`src/design/one_shot_timer_table_defines.svh`:
```
// assertion macros for the one-shot timer table
// each use names the clock clk and the active-low reset rst_n of its module
`ifndef ONE_SHOT_TIMER_TABLE_DEFINES_SVH
`define ONE_SHOT_TIMER_TABLE_DEFINES_SVH

`ifndef SYNTHESIS

// property must hold at every clock edge out of reset
`define OTT_ASSERT(label, prop) \
  label: assert property (@(posedge clk) disable iff (!rst_n) (prop)) \
    else $error("ott: assertion failed");

// condition must never be seen out of reset
`define OTT_NEVER(label, cond) \
  label: assert property (@(posedge clk) disable iff (!rst_n) !(cond)) \
    else $error("ott: forbidden condition seen");

`else

`define OTT_ASSERT(label, prop)
`define OTT_NEVER(label, cond)

`endif

`endif

```
`src/design/ott_pkg.sv`:
```
`default_nettype none

package ott_pkg;

  // stream widths, whole bytes
  localparam int IN_W  = 80;
  localparam int OUT_W = 88;

  // queue between front and back
  localparam int QDEPTH = 2;
  localparam int QAW    = $clog2(QDEPTH);

  // operation codes on the input channel
  localparam logic [1:0] FN_TICK   = 2'd0;
  localparam logic [1:0] FN_CREATE = 2'd1;
  localparam logic [1:0] FN_DELETE = 2'd2;

  // status codes on the result channel
  localparam logic [1:0] ST_DONE    = 2'd0;
  localparam logic [1:0] ST_INVALID = 2'd1;
  localparam logic [1:0] ST_FULL    = 2'd2;

  // work kinds decided by the front
  typedef enum logic [2:0] {
    K_TICK,
    K_CREATE,
    K_DELETE,
    K_NOP,
    K_REJECT
  } kind_t;

  // back engine states
  typedef enum logic [1:0] {
    B_IDLE,
    B_TICK_SCAN,
    B_CREATE_SCAN,
    B_RESULT
  } bstate_t;

  // classified work entry
  typedef struct packed {
    kind_t       kind;
    logic [7:0]  handler;
    logic [31:0] argument;
    logic [31:0] timeout;
    logic [3:0]  slot;
  } work_t;

  // one table entry in memory
  typedef struct packed {
    logic [7:0]  handler;
    logic [31:0] argument;
    logic [31:0] deadline;
  } entry_t;

  // result transaction fields
  typedef struct packed {
    logic [31:0] tick_now;
    logic [31:0] fired_argument;
    logic [7:0]  fired_handler;
    logic [3:0]  fired_slot;
    logic        fired;
    logic [3:0]  created_slot;
    logic [1:0]  status;
  } res_t;

endpackage

`default_nettype wire

```
`src/design/ott_front.sv`:
```
`default_nettype none
`include "one_shot_timer_table_defines.svh"

module ott_front
  import ott_pkg::*;
#(
  parameter int SLOTS = 16
) (
  input  wire logic            clk,
  input  wire logic            rst_n,
  input  wire logic            in_tvalid,
  output logic                 in_tready,
  input  wire logic [IN_W-1:0] in_tdata,
  output logic                 q_valid,
  input  wire logic            q_ready,
  output work_t                q_entry
);

  logic [1:0]  func;
  logic [7:0]  handler;
  logic [31:0] argument;
  logic [31:0] timeout;
  logic [3:0]  sel;
  work_t       work;
  logic        push;
  logic        pop;

  work_t          q_mem_r [QDEPTH];
  logic [QAW-1:0] wr_ptr_r;
  logic [QAW-1:0] rd_ptr_r;
  logic [QAW:0]   cnt_r;

  // unpack the input transaction
  assign func     = in_tdata[1:0];
  assign handler  = in_tdata[9:2];
  assign argument = in_tdata[41:10];
  assign timeout  = in_tdata[73:42];
  assign sel      = in_tdata[77:74];

  // classify the request
  always_comb begin
    work.handler  = handler;
    work.argument = argument;
    work.timeout  = timeout;
    work.slot     = sel;
    case (func)
      FN_TICK: begin
        work.kind = K_TICK;
      end
      FN_CREATE: begin
        work.kind = (handler == 8'd0 || timeout == 32'd0) ? K_REJECT : K_CREATE;
      end
      FN_DELETE: begin
        work.kind = (32'(sel) < SLOTS) ? K_DELETE : K_NOP;
      end
      default: begin
        work.kind = K_REJECT;
      end
    endcase
  end

  // small queue towards the back engine
  assign in_tready = (cnt_r != (QAW+1)'(QDEPTH));
  assign q_valid   = (cnt_r != '0);
  assign q_entry   = q_mem_r[rd_ptr_r];
  assign push      = in_tvalid && in_tready;
  assign pop       = q_valid && q_ready;

  always_ff @(posedge clk) begin
    if (push) begin
      q_mem_r[wr_ptr_r] <= work;
    end
  end

  always_ff @(posedge clk) begin
    if (!rst_n) begin
      wr_ptr_r <= '0;
      rd_ptr_r <= '0;
      cnt_r    <= '0;
    end else begin
      if (push) begin
        wr_ptr_r <= wr_ptr_r + 1'b1;
      end
      if (pop) begin
        rd_ptr_r <= rd_ptr_r + 1'b1;
      end
      if (push && !pop) begin
        cnt_r <= cnt_r + 1'b1;
      end else if (pop && !push) begin
        cnt_r <= cnt_r - 1'b1;
      end
    end
  end

  // occupancy follows the transactions
  `OTT_ASSERT(a_q_grow, (push && !pop) |=> (cnt_r == $past(cnt_r) + 1'b1))
  `OTT_ASSERT(a_q_shrink, (pop && !push) |=> (cnt_r == $past(cnt_r) - 1'b1))
  `OTT_NEVER(a_q_over, cnt_r > (QAW+1)'(QDEPTH))

endmodule

`default_nettype wire

```
`src/design/ott_back.sv`:
```
`default_nettype none
`include "one_shot_timer_table_defines.svh"

module ott_back
  import ott_pkg::*;
#(
  parameter int SLOTS = 16
) (
  input  wire logic  clk,
  input  wire logic  rst_n,
  input  wire logic  q_valid,
  output logic       q_ready,
  input  wire work_t q_entry,
  output logic       out_valid,
  input  wire logic  out_ready,
  output res_t       out_res
);

  localparam int SW = (SLOTS > 1) ? $clog2(SLOTS) : 1;
  localparam int CW = $clog2(SLOTS + 1);
  localparam logic [SW-1:0] LAST = SW'(SLOTS - 1);

  bstate_t        state_r, state_nxt;
  logic [CW-1:0]  scan_idx_r, scan_idx_nxt;
  logic [SLOTS-1:0] used_r, used_nxt;
  logic [31:0]    tick_r, tick_nxt;
  res_t           res_r, res_nxt;
  work_t          cur_r;
  logic           chk_vld_r, chk_vld_nxt;
  logic [SW-1:0]  chk_idx_r;
  logic           out_valid_r, out_valid_nxt;
  res_t           out_data_r;

  entry_t         slot_mem_r [SLOTS];
  entry_t         rd_data_r;
  entry_t         wr_data;
  logic           wr_en;
  logic [SW-1:0]  wr_addr;
  logic           rd_en;
  logic           out_load;
  logic           fire;
  logic [SW-1:0]  scan_slot;

  assign scan_slot = scan_idx_r[SW-1:0];

  // table memory, one write and one registered read per cycle
  always_ff @(posedge clk) begin
    if (wr_en) begin
      slot_mem_r[wr_addr] <= wr_data;
    end
    if (rd_en) begin
      rd_data_r <= slot_mem_r[scan_slot];
    end
  end

  // state register
  always_ff @(posedge clk) begin
    if (!rst_n) begin
      state_r <= B_IDLE;
    end else begin
      state_r <= state_nxt;
    end
  end

  // control registers
  always_ff @(posedge clk) begin
    if (!rst_n) begin
      used_r      <= '0;
      tick_r      <= '0;
      chk_vld_r   <= 1'b0;
      out_valid_r <= 1'b0;
    end else begin
      used_r      <= used_nxt;
      tick_r      <= tick_nxt;
      chk_vld_r   <= chk_vld_nxt;
      out_valid_r <= out_valid_nxt;
    end
  end

  // payload registers
  always_ff @(posedge clk) begin
    scan_idx_r <= scan_idx_nxt;
    res_r      <= res_nxt;
    chk_idx_r  <= scan_slot;
    if (q_valid && q_ready) begin
      cur_r <= q_entry;
    end
    if (out_load) begin
      out_data_r <= {tick_r, res_r[$bits(res_t)-33:0]};
    end
  end

  // next state and datapath control
  always_comb begin
    state_nxt        = state_r;
    scan_idx_nxt     = scan_idx_r;
    used_nxt         = used_r;
    tick_nxt         = tick_r;
    res_nxt          = res_r;
    wr_en            = 1'b0;
    wr_addr          = scan_slot;
    wr_data.handler  = cur_r.handler;
    wr_data.argument = cur_r.argument;
    wr_data.deadline = tick_r + cur_r.timeout;
    rd_en            = 1'b0;
    q_ready          = 1'b0;
    out_load         = 1'b0;
    fire             = 1'b0;
    case (state_r)
      B_IDLE: begin
        q_ready      = 1'b1;
        scan_idx_nxt = '0;
        if (q_valid) begin
          res_nxt = '0;
          case (q_entry.kind)
            K_TICK: begin
              tick_nxt  = tick_r + 32'd1;
              state_nxt = B_TICK_SCAN;
            end
            K_CREATE: begin
              state_nxt = B_CREATE_SCAN;
            end
            K_DELETE: begin
              used_nxt[SW'(q_entry.slot)] = 1'b0;
              state_nxt                   = B_RESULT;
            end
            K_REJECT: begin
              res_nxt.status = ST_INVALID;
              state_nxt      = B_RESULT;
            end
            default: begin
              state_nxt = B_RESULT;
            end
          endcase
        end
      end
      B_TICK_SCAN: begin
        // issue one read a cycle, check the entry read the cycle before
        rd_en = (scan_idx_r < CW'(SLOTS));
        if (rd_en) begin
          scan_idx_nxt = scan_idx_r + 1'b1;
        end
        if (chk_vld_r && used_r[chk_idx_r] && (tick_r >= rd_data_r.deadline)) begin
          fire                   = 1'b1;
          used_nxt[chk_idx_r]    = 1'b0;
          res_nxt.fired          = 1'b1;
          res_nxt.fired_slot     = 4'(chk_idx_r);
          res_nxt.fired_handler  = rd_data_r.handler;
          res_nxt.fired_argument = rd_data_r.argument;
          state_nxt              = B_RESULT;
        end else if (chk_vld_r && chk_idx_r == LAST) begin
          state_nxt = B_RESULT;
        end
      end
      B_CREATE_SCAN: begin
        // lowest free slot wins
        if (!used_r[scan_slot]) begin
          wr_en                = 1'b1;
          used_nxt[scan_slot]  = 1'b1;
          res_nxt.created_slot = 4'(scan_slot);
          state_nxt            = B_RESULT;
        end else if (scan_slot == LAST) begin
          res_nxt.status = ST_FULL;
          state_nxt      = B_RESULT;
        end else begin
          scan_idx_nxt = scan_idx_r + 1'b1;
        end
      end
      B_RESULT: begin
        if (!out_valid_r || out_ready) begin
          out_load  = 1'b1;
          state_nxt = B_IDLE;
        end
      end
      default: begin
        state_nxt = B_IDLE;
      end
    endcase
    chk_vld_nxt = rd_en && (state_nxt == B_TICK_SCAN);
  end

  // output register
  always_comb begin
    if (out_load) begin
      out_valid_nxt = 1'b1;
    end else if (out_ready) begin
      out_valid_nxt = 1'b0;
    end else begin
      out_valid_nxt = out_valid_r;
    end
  end

  assign out_valid = out_valid_r;
  assign out_res   = out_data_r;

  // a create never overwrites a live timer
  `OTT_NEVER(a_wr_live, wr_en && used_r[wr_addr])
  // firing frees exactly one slot
  `OTT_ASSERT(a_fire_frees, fire |=> ($countones(used_r) == $past($countones(used_r)) - 1))
  // a popped request always starts work
  `OTT_ASSERT(a_pop_busy, (q_valid && q_ready) |=> (state_r != B_IDLE))

endmodule

`default_nettype wire

```
`src/design/one_shot_timer_table.sv`:
```
// one-shot timer table
// in_*  : request transactions: tick, create or delete
// out_* : one result transaction per request, in request order
// a create takes the lowest free slot with deadline = count + timeout; a tick
// bumps the 32-bit count and fires and frees the lowest expired slot, if any.
// a front stage classifies requests into a two-entry queue; a back engine
// runs them one at a time against the slot memory.
// a tick scans the slot memory one slot per cycle over its single read
// port and stops at the first slot that fires; a create scans the used
// flags one slot per cycle; a delete or rejected request goes straight
// to the result. with the engine idle, the engine takes the queue entry
// the cycle after accept.
// reset clears the count and marks every slot free; no clearing pass.
// when the receiver stalls the result is held in the output register, the
// engine finishes its next request and waits, and the queue keeps taking
// requests until it is full, then in_tready drops.
`default_nettype none

module one_shot_timer_table
  import ott_pkg::*;
#(
  parameter int SLOTS = 16
) (
  input  wire logic             clk,
  input  wire logic             rst_n,
  input  wire logic             in_tvalid,
  output logic                  in_tready,
  // func[1:0], handler_id[9:2], argument[41:10], timeout[73:42], slot[77:74]
  input  wire logic [IN_W-1:0]  in_tdata,
  output logic                  out_tvalid,
  input  wire logic             out_tready,
  // status[1:0], created_slot[5:2], fired[6], fired_slot[10:7],
  // fired_handler[18:11], fired_argument[50:19], tick_now[82:51]
  output logic [OUT_W-1:0]      out_tdata
);

  logic  q_valid;
  logic  q_ready;
  work_t q_entry;
  res_t  res;

  // request classification and queue
  ott_front #(
    .SLOTS(SLOTS)
  ) u_front (
    .clk      (clk),
    .rst_n    (rst_n),
    .in_tvalid(in_tvalid),
    .in_tready(in_tready),
    .in_tdata (in_tdata),
    .q_valid  (q_valid),
    .q_ready  (q_ready),
    .q_entry  (q_entry)
  );

  // slot table engine
  ott_back #(
    .SLOTS(SLOTS)
  ) u_back (
    .clk      (clk),
    .rst_n    (rst_n),
    .q_valid  (q_valid),
    .q_ready  (q_ready),
    .q_entry  (q_entry),
    .out_valid(out_tvalid),
    .out_ready(out_tready),
    .out_res  (res)
  );

  // pack the result transaction
  assign out_tdata = {(OUT_W - $bits(res_t))'(0), res};

endmodule

`default_nettype wire

```
`config.mk`:
```
export PLATFORM = sky130hd
export DESIGN_NAME = one_shot_timer_table
export DESIGN_NICKNAME = d
export VERILOG_FILES = /design/src/design/ott_pkg.sv /design/src/design/ott_front.sv /design/src/design/ott_back.sv /design/src/design/one_shot_timer_table.sv
export VERILOG_INCLUDE_DIRS = /design/src /design/src/design
export SDC_FILE = /design/constraint.sdc
export NUM_CORES = 2
export LEC_CHECK = 0
export BUFFER_PORTS_ARGS = -buffer_cell sky130_fd_sc_hd__clkbuf_2
export CORE_UTILIZATION = 62
export DETAILED_ROUTE_END_ITERATION = 16
export GPL_ROUTABILITY_DRIVEN = 0
export GPL_TIMING_DRIVEN = 0
export HOLD_SLACK_MARGIN = 0.06
export PLACE_DENSITY = 0.79
export REMOVE_ABC_BUFFERS = 1
export SLEW_MARGIN = 20
export SYNTH_ARGS = -nofsm -noshare
export SYNTH_HDL_FRONTEND = slang
export SYNTH_SLANG_ARGS = --single-unit
```
`constraint.sdc`:
```
create_clock -name clk -period 9.47 [get_ports clk]
set_input_delay 1.894 -clock clk [delete_from_list [all_inputs] [get_ports clk]]
set_output_delay 1.894 -clock clk [all_outputs]
set_load 0.02 [all_outputs]
```
==> impl_metrics.py <==
metrics = {
    "logic_synthesis": {
        "avgSynthCellArea_um2": 21.57,
        "synth_area_leaders": "edfxtp_1, mux4_2, dfxtp_1",
        "synth_area_um2": 63580,
        "seq_area_frac_synth_pct": 77.16,
        "ys_async_sr_fraction_pct": 0,
        "synth_flop_cell": "edfxtp_1",
        "yosysWarnings": 0,
        "syn_inst": 2947,
        "post-synth-top-area-fraction_pct": 75.24,
        "synth_top_cell_by_area": "edfxtp_1",
        "synth_cell_types": 71,
        "synth_seq_cells": 1654,
        "synth-edff-count": 1593,
    },
    "global_route": {
        "grtUsageMet1_pct": 41.50,
        "use_met2_pct": 54.49,
        "antenna_found_initial": 10,
        "grt-ovfl-total": 0,
        "grt.busiest_layer": "met2",
        "met3_usage_pct": 6.423,
        "grt_max_degree": 60,
        "grt_first_pass_wirelength_um": 236000,
        "grt_util_all_layers_pct": 32.45,
        "grt_pass1_vias": 34120,
    },
    "die": {
        "die_y_um": 322.2,
        "die-area_um2": 103800,
        "fp.dieW_um": 322.2,
        "rows": 117,
        "ios": 174,
        "start_util_pct": 62.49,
        "core_um2": 101700,
    },
    "final_layout": {
        "n_fill_cell": 5169,
        "nets": 3525,
        "area_growth_pct": 17.71,
        "finalInstanceArea_um2": 74840,
        "layout_commonest_cell": "edfxtp_1",
        "layout_common_cells": "edfxtp_1, mux4_2, clkbuf_2, clkbuf_16, and2_1",
        "drive_above_1_share_pct": 31.88,
    },
    "timing": {
        "final.setup.tns_ns": 0,
        "setup_violations": 0,
        "clock.fmax_mhz": 181.9,
        "slew_headroom_pct": 19.03,
        "skew_ns": 0.02827,
        "hold_violations": 0,
        "min_period_ns": 5.498,
        "hold_ws_ns": 0.4185,
        "layout_setup_ws_ns": 3.972,
        "rsz0062_at_grt": "no",
        "slew_violations": 0,
        "worstMarginPinSlew_ns": 1.206,
        "min_period_over_period_pct": 58.06,
    },
    "clocking": {
        "cts_setup_buffers": 0,
        "cts.root.buffer_cell": "clkbuf_16",
        "cts_buffer_depth": 3,
        "ctsHoldBuffers": 0,
        "cts_tree": "yes",
        "htree_levels": 4,
        "cts.sinks": 1654,
        "cts.clk_slew.worst_paths_ns": 0.06,
        "cts_resized": 0,
        "clock_latency_ns": 0.77,
        "cts_made_buffers": 159,
    },
    "placement": {
        "port_buffers": 166,
        "place_area_um2": 69600,
        "pre_cts_ws_ns": 4.321,
        "place_hpwl_um": 100500,
    },
    "power_and_ir_drop": {
        "p_sw_w": 0.006131,
        "ir_drop_uv": 199.9,
        "switching_share_pct": 28.35,
        "p_per_area_nw_per_um2": 288.9,
        "p_seq_share_pct": 46.7,
        "p_comb_share_pct": 24.5,
        "totalPowerFinal_w": 0.02162,
        "p_leak_nw": 24.88,
        "internal_power_w": 0.01549,
        "p_clk_share_pct": 28.8,
    },
    "setup_path": {
        "r2r-end": "u_back.slot_mem_r[3][53]",
        "slowest_stage": "edfxtp_1",
        "crit_family": "simple AND/OR/NAND/NOR gates",
        "slowest_delay_ns": 0.98,
        "criticalPathCategory": "reg2reg",
        "cp.depth": 11,
        "crit_chain": "buf_16, mux4_2, mux4_2, nor2b_1, nand2_1, nor3_2, buf_6, buf_4, buf_4, buf_4, buf_6",
        "cpMostUsedCell": "buf_4",
        "setup.worst_path.end_class": "flop",
        "worstPathArrival_ns": 5.96,
        "cp_max_fo": 13,
        "reg2reg_depth": 11,
        "crit_required_ns": 9.93,
        "reg2reg_from": "u_back.scan_idx_r[0]",
        "start_kind": "flop",
        "crit_buf_inv": 6,
        "r2r_slack_ns": 3.97,
    },
    "flow_run": {
        "cap_violations": 0,
    },
    "hold_path": {
        "hp-class": "reg2reg",
        "holdPathStages": 0,
        "min_from": "u_back.res_r[4]",
        "hold_end": "u_back.out_res[4]",
    },
    "detailed_routing": {
        "drc_errors": 0,
        "vias": 33300,
        "wl_um": 166300,
        "final_antenna_net_count": 0,
        "first_iter_violations": 5007,
        "vias_per_cell": 6.843,
        "wl_per_cell_um": 34.18,
        "drt_first_pass_iters": 7,
    },
    "status": {
        "status": "finished, final reports clean",
    },
}
-- power groups by stage --
stage / clock network [W] / logic, W / registers [W]
detailed placement: 0 / 0.00507 / 0.0102
finish: 0.00623 / 0.00530 / 0.0101
CTS: 0.00628 / 0.00524 / 0.0101
global route: 0.00654 / 0.00550 / 0.0101
floorplan: 0 / 0.00345 / 0.0106
global placement: 0 / 0.00440 / 0.0110
-- flip-flops by register name (all words and copies together), names as in the netlist, named ones only --
name and flops:
u_back.chk_vld_r 1, u_back.cur_r 72, u_front.rd_ptr_r 1, u_front.cnt_r 2, u_front.q_mem_r 158, u_back.rd_data_r 72
u_back.used_r 16, u_back.scan_idx_r 5, u_back.out_res 83, u_back.out_valid 1, u_back.slot_mem_r 1152, u_back.res_r 51
u_front.wr_ptr_r 1, u_back.chk_idx_r 4, u_back.tick_r 32, u_back.state_r 2
-- stage by stage --
stage / instances / util [%]
floorplan: 2825 / -
global placement: 4359 / 64.51
detailed placement: 4572 / 68.41
CTS: 4861 / 73.37
global route: 4866 / 73.56
finish: 4866 / 73.56
-- final cells by class --
class | instances | area, µm² | share of cell area [%]
Multi-Input combinational cell | 1112 | 14150 | 18.90
Timing Repair Buffer | 380 | 4642 | 6.203
Sequential cell | 1654 | 49060 | 65.56
Inverter | 59 | 226.5 | 0.3026
Tap cell | 1368 | 1712 | 2.287
Antenna cell | 4 | 10.01 | 0.01338
Clock buffer | 199 | 4254 | 5.684
Clock inverter | 90 | 785.8 | 1.050
-- cells in the mapped netlist (all sizes together), types with 5 or more instances --
| cell | number |
|---|---|
| o21a | 12 |
| or3 | 12 |
| mux4 | 370 |
| o21bai | 10 |
| a22oi | 9 |
| buf | 36 |
| xor2 | 13 |
| inv | 59 |
| mux2 | 72 |
| nand2 | 48 |
| nor2b | 13 |
| a21oi | 44 |
| a32oi | 6 |
| nor2 | 66 |
| and3 | 14 |
| clkbuf | 90 |
| o21ai | 38 |
| o211a | 7 |
| and2 | 84 |
| a21o | 29 |
| nand2b | 7 |
| nor4 | 12 |
| dfxtp | 61 |
| a21boi | 8 |
| a211oi | 5 |
| ha | 74 |
| edfxtp | 1593 |
| nand4 | 14 |
| nor3 | 17 |
| nand3 | 27 |
| xnor2 | 46 |
-- worst reg2reg max path, stage by stage (launching register included) --
cell and delay [ns]:
edfxtp_1 0.98, buf_16 0.25, mux4_2 0.56, mux4_2 0.55, nor2b_1 0.63, nand2_1 0.46, nor3_2 0.62, buf_6 0.27
buf_4 0.24, buf_4 0.23, buf_4 0.25, buf_6 0.18
-- how the worst max path moves through the flow --
stage | startpoint | to
detailed placement | u_back.scan_idx_r[0] | u_back.slot_mem_r[3][53]
global placement | u_back.scan_idx_r[0] | u_back.slot_mem_r[3][35]
finish | u_back.scan_idx_r[0] | u_back.slot_mem_r[3][53]
CTS | u_back.scan_idx_r[0] | u_back.slot_mem_r[3][53]
global route | u_back.scan_idx_r[0] | u_back.slot_mem_r[3][53]
floorplan | u_back.scan_idx_r[0] | u_back.slot_mem_r[3][0]
-- cell families after synthesis --
kind of cell | count (synthesis) | share of synthesized area, %
buf+inv | 185 | 1.137
compound gates | 203 | 2.206
fa+ha+maj | 75 | 1.488
xor+xnor | 59 | 0.8128
other cells | 1 | 0.005898
mux | 446 | 14.45
simple gates | 324 | 2.741
flops | 1654 | 77.16
-- routing by layer --
layer  share of wire, %  up-vias  wire length [µm]
met1                 34    17150             57330
met5              0.020        -                34
met3                 10      527             16850
met2                 51     2580             84500
met4                4.6        6              7601
li1                   -    13030                 -
Note: power is estimated with default switching activity, not from simulation.
